===== config.mk =====
export PLATFORM = sky130hd
export DESIGN_NAME = nmru_victim_selector
export DESIGN_NICKNAME = d
export VERILOG_FILES = /design/src/sv/nmru_pkg.sv /design/src/sv/nmru_store.sv /design/src/sv/nmru_victim_selector.sv
export SDC_FILE = /design/constraint.sdc
export NUM_CORES = 1
export LEC_CHECK = 0
export BUFFER_PORTS_ARGS = -buffer_cell sky130_fd_sc_hd__buf_2
export CORE_MARGIN = 3
export CORE_UTILIZATION = 60
export DETAILED_ROUTE_END_ITERATION = 6
export GPL_TIMING_DRIVEN = 0
export PLACE_DENSITY = 0.78
export SLEW_MARGIN = 20
export SYNTH_ARGS = -nofsm -noshare
export SYNTH_HDL_FRONTEND = slang
export SYNTH_SLANG_ARGS = --single-unit

===== constraint.sdc =====
create_clock -name clk -period 7.8 [get_ports clk]
set_clock_uncertainty 0.15 [all_clocks]
set_input_delay 1.95 -clock clk [delete_from_list [all_inputs] [get_ports clk]]
set_output_delay 1.95 -clock clk [all_outputs]
set_load 0.1 [all_outputs]

===== src/sv/nmru_pkg.sv =====
package nmru_pkg;

  localparam int SET_IDX_W = 6;
  localparam int WAY_W     = 3;
  localparam int DRAW_W    = 3;

  typedef enum logic [1:0] {
    OP_TOUCH      = 2'd0,
    OP_FILL       = 2'd1,
    OP_INVALIDATE = 2'd2,
    OP_QUERY      = 2'd3
  } op_t;

  typedef struct packed {
    op_t                  operation;
    logic [SET_IDX_W-1:0] set_index;
    logic [WAY_W-1:0]     way;
    logic [DRAW_W-1:0]    random_draw;
  } in_t;

  typedef struct packed {
    logic [WAY_W-1:0] victim_way;
    logic             victim_was_invalid;
  } out_t;

endpackage


===== src/sv/nmru_store.sv =====
module nmru_store #(
  parameter int DEPTH = 64,
  parameter int WIDTH = 11
) (
  input  logic                                       clk,
  input  logic                                       rst_n,
  input  logic [((DEPTH > 1) ? $clog2(DEPTH) : 1)-1:0] rd_addr,
  output logic [WIDTH-1:0]                           rd_data,
  input  logic                                       wr_en,
  input  logic [((DEPTH > 1) ? $clog2(DEPTH) : 1)-1:0] wr_addr,
  input  logic [WIDTH-1:0]                           wr_data
);

  localparam int AW = (DEPTH > 1) ? $clog2(DEPTH) : 1;

  logic [WIDTH-1:0] mem [DEPTH];
  logic [DEPTH-1:0] ent_vld_r;
  logic [WIDTH-1:0] rd_q_r;
  logic [AW-1:0]    rd_addr_r;
  logic             fwd_vld_r;
  logic [AW-1:0]    fwd_addr_r;
  logic [WIDTH-1:0] fwd_data_r;

  // memory port
  always_ff @(posedge clk) begin
    if (wr_en) begin
      mem[wr_addr] <= wr_data;
    end
    rd_q_r     <= mem[rd_addr];
    rd_addr_r  <= rd_addr;
    fwd_addr_r <= wr_addr;
    fwd_data_r <= wr_data;
  end

  // per-entry written flags, cleared at reset
  always_ff @(posedge clk) begin
    if (!rst_n) begin
      ent_vld_r <= '0;
      fwd_vld_r <= 1'b0;
    end else begin
      fwd_vld_r <= wr_en;
      if (wr_en) begin
        ent_vld_r[wr_addr] <= 1'b1;
      end
    end
  end

  // bypass the write made at the same edge as the read
  always_comb begin
    if (fwd_vld_r && (fwd_addr_r == rd_addr_r)) begin
      rd_data = fwd_data_r;
    end else if (ent_vld_r[rd_addr_r]) begin
      rd_data = rd_q_r;
    end else begin
      rd_data = '0;
    end
  end

endmodule


===== src/sv/nmru_victim_selector.sv =====
// Not-most-recently-used replacement state for a set-associative cache.
// Each set keeps one MRU way and a valid bit per way.
// Input channel: an item (in_data) is taken at a rising edge with start high
// and busy low. busy is always low, so one item can be taken every cycle.
// Operations: touch makes a way MRU, fill marks it valid and makes it MRU,
// invalidate clears its valid bit, and a victim query returns a way.
// Only a query gives a result: the lowest invalid way of the set, or else
// the random draw clamped to WAYS-2 and stepped over the MRU way.
// Result channel: out_valid is high for one cycle with out_data; the
// receiver takes it at the end of that cycle and cannot stall it.
// Timing: a query is held in stage s1 while its set is read, and its result
// is registered into out_data; throughput is one item per cycle. The
// set state lives in a memory with a registered read; the write of the
// previous item is bypassed so back-to-back items on the same set see
// current state.
// Reset: every set reads as MRU way 0 with no valid ways right after reset,
// with no clearing pass; items in flight are dropped.
// Out-of-range set or way: nothing changes; a query on such a set answers
// way 0, not invalid.
module nmru_victim_selector #(
  parameter int SETS = 64,
  parameter int WAYS = 8
) (
  input  logic          clk,
  input  logic          rst_n,
  input  logic          start,
  output logic          busy,
  input  nmru_pkg::in_t in_data,
  output logic          out_valid,
  output nmru_pkg::out_t out_data
);

  localparam int IDX_W = (SETS > 1) ? $clog2(SETS) : 1;
  localparam int MRU_W = $clog2(WAYS);
  localparam int ENT_W = WAYS + MRU_W;
  localparam int CW    = MRU_W + 3;

  logic                s1_vld_r;
  nmru_pkg::in_t       s1_item_r;
  logic                out_valid_r;
  nmru_pkg::out_t      out_data_r;
  nmru_pkg::out_t      out_data_nxt;

  logic [ENT_W-1:0]    rd_data;
  logic [MRU_W-1:0]    mru;
  logic [WAYS-1:0]     mask;
  logic                set_ok;
  logic                way_ok;
  logic [WAYS-1:0]     way_bit;
  logic [MRU_W-1:0]    mru_new;
  logic [WAYS-1:0]     mask_new;
  logic                wr_en;
  logic                found;
  logic [MRU_W-1:0]    inv_way;
  logic [CW-1:0]       draw;

  assign busy = 1'b0;

  nmru_store #(
    .DEPTH (SETS),
    .WIDTH (ENT_W)
  ) u_store (
    .clk     (clk),
    .rst_n   (rst_n),
    .rd_addr (IDX_W'(in_data.set_index)),
    .rd_data (rd_data),
    .wr_en   (wr_en),
    .wr_addr (IDX_W'(s1_item_r.set_index)),
    .wr_data ({mask_new, mru_new})
  );

  assign mru     = rd_data[MRU_W-1:0];
  assign mask    = rd_data[MRU_W +: WAYS];
  assign set_ok  = 32'(s1_item_r.set_index) < SETS;
  assign way_ok  = 32'(s1_item_r.way) < WAYS;
  assign way_bit = WAYS'(1) << MRU_W'(s1_item_r.way);

  // state update
  always_comb begin
    mru_new  = mru;
    mask_new = mask;
    wr_en    = 1'b0;
    unique case (s1_item_r.operation)
      nmru_pkg::OP_TOUCH: begin
        mru_new = MRU_W'(s1_item_r.way);
        wr_en   = s1_vld_r && set_ok && way_ok;
      end
      nmru_pkg::OP_FILL: begin
        mru_new  = MRU_W'(s1_item_r.way);
        mask_new = mask | way_bit;
        wr_en    = s1_vld_r && set_ok && way_ok;
      end
      nmru_pkg::OP_INVALIDATE: begin
        mask_new = mask & ~way_bit;
        wr_en    = s1_vld_r && set_ok && way_ok;
      end
      nmru_pkg::OP_QUERY: begin
        wr_en = 1'b0;
      end
      default: begin
        wr_en = 1'b0;
      end
    endcase
  end

  // lowest invalid way
  always_comb begin
    found   = 1'b0;
    inv_way = '0;
    for (int w = WAYS - 1; w >= 0; w--) begin
      if (!mask[w]) begin
        found   = 1'b1;
        inv_way = MRU_W'(w);
      end
    end
  end

  // victim choice
  always_comb begin
    draw = CW'(s1_item_r.random_draw);
    if (draw > CW'(WAYS - 2)) begin
      draw = CW'(WAYS - 2);
    end
    if (draw >= CW'(mru)) begin
      draw = draw + CW'(1);
    end
    out_data_nxt = '0;
    if (set_ok) begin
      if (found) begin
        out_data_nxt.victim_way         = nmru_pkg::WAY_W'(inv_way);
        out_data_nxt.victim_was_invalid = 1'b1;
      end else begin
        out_data_nxt.victim_way         = draw[nmru_pkg::WAY_W-1:0];
        out_data_nxt.victim_was_invalid = 1'b0;
      end
    end
  end

  always_ff @(posedge clk) begin
    s1_item_r  <= in_data;
    out_data_r <= out_data_nxt;
  end

  always_ff @(posedge clk) begin
    if (!rst_n) begin
      s1_vld_r    <= 1'b0;
      out_valid_r <= 1'b0;
    end else begin
      s1_vld_r    <= start && !busy;
      out_valid_r <= s1_vld_r && (s1_item_r.operation == nmru_pkg::OP_QUERY);
    end
  end

  assign out_valid = out_valid_r;
  assign out_data  = out_data_r;

endmodule


# == Word level (Yosys, flattened, before mapping) ==
# Memories as Yosys holds them, arrays and structs flattened. A register that Yosys moved wholly into a read port is not among the register bits.
# Cells that the tools add are included.
# word_totals
ff_bits,102
latchBits,0
mem_bits_rw,704
romBits,0
word_cells,63
mem_count,1
# classes
n_addsub,1
multipliers,0
n_div,0
n_lt_le_gt_ge,4
n_eq_ne,4
shift,1
muxes,30
bitwise,4
n_reduce_logical,6
# memory_table
memory,depth,word_bits,rd,rd_clocked_by_memory_dff,wr,line_no,text
u_store.mem,64,11,1,1,1,nmru_store.sv:16,logic [WIDTH-1:0] mem [DEPTH];
# op_table
operator,count
64-bit OR,1
3-bit two-way mux,11
11-bit two-way mux,2
8-bit one-hot mux with 2 select lines,1
1-bit two-way mux,12
8-bit AND,1
8-bit inverter,1
8-bit OR,1
"1-bit by 3-bit << shifter with 8-bit output, first input constant",1
"6-bit by 7-bit less-than comparator with 1-bit output, second input constant",1
1-bit binary-select mux with 6-bit select,1
1-bit demux with 6-bit select,1
6-bit equality test,1
"6-bit by 1-bit greater-or-equal comparator with 1-bit output, second input constant",1
6-bit by 3-bit greater-or-equal comparator with 1-bit output,1
"2-bit equality test, second input constant",2
4-bit two-way mux,1
"3-bit by 1-bit adder with 3-bit output, second input constant",1
"3-bit greater-than comparator, second input constant",1
1-bit logical AND,3
3-bit OR reduction,1
"2-bit by 1-bit equality test with 1-bit output, second input constant",1
2-bit zero test,1
1-bit one-hot mux with 2 select lines,1
2-bit OR reduction,1

# == Longest topological paths before layout ==
# logic_depth
ltp_word,13
depth_mapped,16

# == Hierarchy ==
# Synthesis repeated with hierarchy kept, for this count alone.
# unflattened
cells_unflattened,1497
hier_area_um2,31365.1
# modules_own_cells
module,n_inst,cells_per_inst,area_each_um2
nmru_store,1,1385,30390.4
nmru_victim_selector,1,112,974.7

# == Worst setup path after synthesis ==
# Ideal clock, no wire load.
# synth_timing
path_kind,reg2reg
start,reg u_store.rd_addr_r[2]
end,mem u_store.mem[0][1] (data pin)
setup_time_ps,708
arrival_time_ps,4601
required_ps,6942
setup_slack_ps,2341
path_stages_with_launch,10
n_path_buf,4
synth_period_minus_slack_ps,5459
cell_sequence,dfxtp_1 > buf_2 > buf_1 > xnor2_1 > nand3_1 > nor2_1 > clkbuf_1 > buf_1 > a22oi_1 > o21ai_0
# synth_via
elab_chain_cells,5
word_cells_on_any_way,7
# synth_lines
element,line_no,text
start: declaration,nmru_store.sv:19,logic [AW-1:0] rd_addr_r;
start signal: assignment,nmru_store.sv:30,rd_addr_r <= rd_addr;
1-bit binary-select mux with 6-bit select,nmru_store.sv:52,end else if (ent_vld_r[rd_addr_r]) begin
1-bit two-way mux (implied by the code),nmru_store.sv:52,
11-bit two-way mux,nmru_store.sv:52,
11-bit two-way mux *,nmru_store.sv:50,if (fwd_vld_r && (fwd_addr_r == rd_addr_r)) begin
3-bit two-way mux *,nmru_victim_selector.sv:83,unique case (s1_item_r.operation)
net mru_new[1],nmru_victim_selector.sv:50,logic [MRU_W-1:0] mru_new;
end: declaration,nmru_store.sv:16,
# The timed path passes the listed nets; every way through them passes the cells marked *. The select of a mux whose other input is x is not followed.

==> results.toml <==
[layout]
fill_cells = 2923
n_antenna_cell = 0
multi_input_area_mm2 = 0.00766
drive_gt1_frac = 0.306
utilization = 0.701
register_area_mm2 = 0.0234
syn_to_final_growth_pct = 14.1
fin_nets = 1602

[worst_setup_path]
crit_type = "input pin to flip-flop"
cpMaxStageDelayCell = "clkbuf_1"
cp_max_fo = 10
max_stage_delay_ns = 0.82
critical_path.most_common_cell = "mux4_2"
cp-start-kind = "input pin"
worstPathArrival_ns = 5.55
worst_setup_path_end_kind = "flip-flop"
path_cells = "buf_2 > clkbuf_1 > clkbuf_1 > buf_1 > mux4_2 > mux4_2 > mux4_2"
crit_required_ns = 8.14
reg2reg_depth = 15
worstReg2RegStart = "u_store.rd_addr_r[2]$_DFF_P_"
worstSetupStartpoint = "in_data[6]"

[detailed_routing]
vias = 15900
vias_per_cell = 6.86
wire_per_inst_um = 32.8
drc = 0
drtAntennaViolNets = 0
dr.first_iter.drc_count = 2014
first_pass_iters = 5
finalWirelength_um = 75800

[clock_tree]
clk_pin_slew_ns = 0.06
ctsResizeCount = 0
cts.sinks = 817
clk-insertion-delay-late_ns = 0.63
cts_buffers = 80
cts_buffer_depth = 3
cts_hold_buf = 0
htreeDepth = 3
cts_root_buf = "clkbuf_16"
post_cts_buffers = 0
cts_tree = "yes"

[status]
status = "completed"

[grt]
grt_pass1_wl_um = 111000
first_global_vias = 16100
antenna_found_initial = 3
grt_max_degree = 66
grt_use_total = 0.287
grt_overflow = 0

[synthesis]
ys_top_cells_by_count = "704 x edfxtp_1, 246 x mux4_2, 113 x dfxtp_1, 73 x nor2_1, 64 x o21a_1"
synthArstFlopShare = 0
synth.area.top_cells = "edfxtp_1 68%, mux4_2 18%, dfxtp_1 7.2%"
ys_seq_elements = 817
synth_top_area_frac = 0.677
synth_fp_nets = 1481
yosysWarningCount = 0
seq_area_frac_synth = 0.750
synth_most_common_cell = "edfxtp_1"
synthCells = 1456
ys_types = 54
netlist_area_mm2 = 0.0312
syn_avg_cell_area_um2 = 21.4
synth-edff-count = 704
ys.flop_type = "edfxtp_1"
yosys.area.top_type = "edfxtp_1"

[sta]
rsz0062_at_grt = "false"
maxSlewViolCount = 0
relSlewSlack = 0.255
holdWs_ns = 0.221
worstMarginPinSlew_ns = 1.11
period_share = 0.668
fmax_mhz = 192
setup_viol = 0
min_period_ns = 5.21
hold_viol = 0

[power_and_ir_drop]
pwr-share-clk = 0.419
ir_drop_v = 0.000176
intPower_w = 0.00745
p_sw_frac = 0.216
p_leak_nw = 11.4
seqPwrFrac = 0.513
p_switching_w = 0.00205
power_density_mw_per_mm2 = 267
p_comb_frac = 0.068

[flow_run]
maxCapViolations = 0

[floorplan]
dieArea_mm2 = 0.0548
io_pins = 23
fp-row-count = 82
dieHeight_um = 234
core_mm2 = 0.0508
initial_core_util = 0.614
die_w_um = 234

[place]
dp_hpwl_um = 47400
routabilityCongestion = 0.918
port_buffers = 20

[worst_hold_path]
hold_path.startpoint = "u_store.rd_addr_r[2]$_DFF_P_"
hold_depth = 0
hp-class = "flip-flop to flip-flop"
-- sequential cells by signal, indices dropped and copies added, names as in the netlist --
register            count
out_data                4
out_valid               1
s1_item_r               8
s1_vld_r                1
u_store.ent_vld_r      64
u_store.fwd_addr_r      6
u_store.fwd_data_r     11
u_store.fwd_vld_r       1
u_store.mem           704
u_store.rd_addr_r       6
u_store.rd_q_r         11
-- final timing paths --
| path | slack, ns | to |
|---|---|---|
| max | 2.59 | u_store.rd_q_r[2]$_DFF_P_ |
| min reg2reg | 0.22 | u_store.fwd_addr_r[2]$_DFF_P_ |
| min | 0.22 | u_store.fwd_addr_r[2]$_DFF_P_ |
| max reg2reg | 3.16 | out_data[2]$_DFF_P_ |
-- worst max-delay path: cells and delay by family --
kind	cells	cell delay, ns
muxes	3	1.65
buffers and inverters	4	1.94
-- stage by stage --
stage / power (W) / TNS [ns] / instances / setup WS (ns) / area, um2
finish: 0.00950 / 0 / 2314 / 2.59 / 35600
global route: 0.00972 / 0 / 2314 / 2.49 / 35600
CTS: 0.00953 / 0 / 2314 / 2.64 / 35600
detailed placement: 0.00560 / 0 / 2167 / 2.06 / 32800
global placement: 0.00552 / -278.13 / 2148 / -1.57 / 32100
floorplan: 0.00531 / 0 / 1456 / 2.34 / 31200
-- cell families (layout without fill, tap and decap cells) --
logic type / count (synthesis) / count (layout) / share of synthesized area
other: 1 / 1 / 0.000120
buffers and inverters: 93 / 279 / 0.0125
xor gates and xnor gates: 8 / 8 / 0.00225
DFF: 817 / 817 / 0.750
adders and majority gates: 8 / 8 / 0.00321
muxes: 249 / 249 / 0.179
AOI/OAI and AO/OA: 124 / 124 / 0.0285
and+or+nand+nor: 156 / 156 / 0.0243
-- cells in the final DEF (no fill, tap or decap), drive strengths merged, types with 3 or more instances in the layout --
master  netlist  layout
a21boi        3       3
nand2b        4       4
a21oi        15      15
ha            8       8
clkinv        0      25
and2          5       5
nand3        11      11
o22ai         4       4
bufinv        0       9
mux4        247     247
a221oi        4       4
nor4bb        3       3
dfxtp       113     113
nand3b        4       4
a32oi         3       3
nor2b         5       5
nand4         3       3
nand2        26      26
buf          27      66
and3b         5       5
a222oi        5       5
o21ai        10      10
nor2         73      73
xnor2         7       7
nor3          5       5
a22oi         5       5
o21a         64      64
edfxtp      704     704
clkbuf       57     165
inv           9      12
-- power groups by stage --
stage / sequential [W] / combinational, W / clock, W
after global routing: 0.00487 / 0.000676 / 0.00417
after CTS: 0.00487 / 0.000639 / 0.00401
final: 0.00487 / 0.000646 / 0.00398
after floorplan: 0.00498 / 0.000328 / 0
after detailed placement: 0.00497 / 0.000630 / 0
after global placement: 0.00500 / 0.000523 / 0
-- per-layer routing --
| metal | GRT usage | part of all wire |
|---|---|---|
| met5 | 0 | 0.00041 |
| met4 | 0.102 | 0.037 |
| met2 | 0.451 | 0.48 |
| met1 | 0.407 | 0.38 |
| met3 | 0.0621 | 0.097 |
-- area by class of cell --
type,count,area share
Inverter,9,0.000949
Clock inverter,39,0.0120
Sequential cell,817,0.657
Multi-Input combinational cell,546,0.215
Tap cell,672,0.0236
Clock buffer,108,0.0642
Timing Repair Buffer,39,0.0164
Buffer,84,0.0101
(Power assumes the default switching activity.)
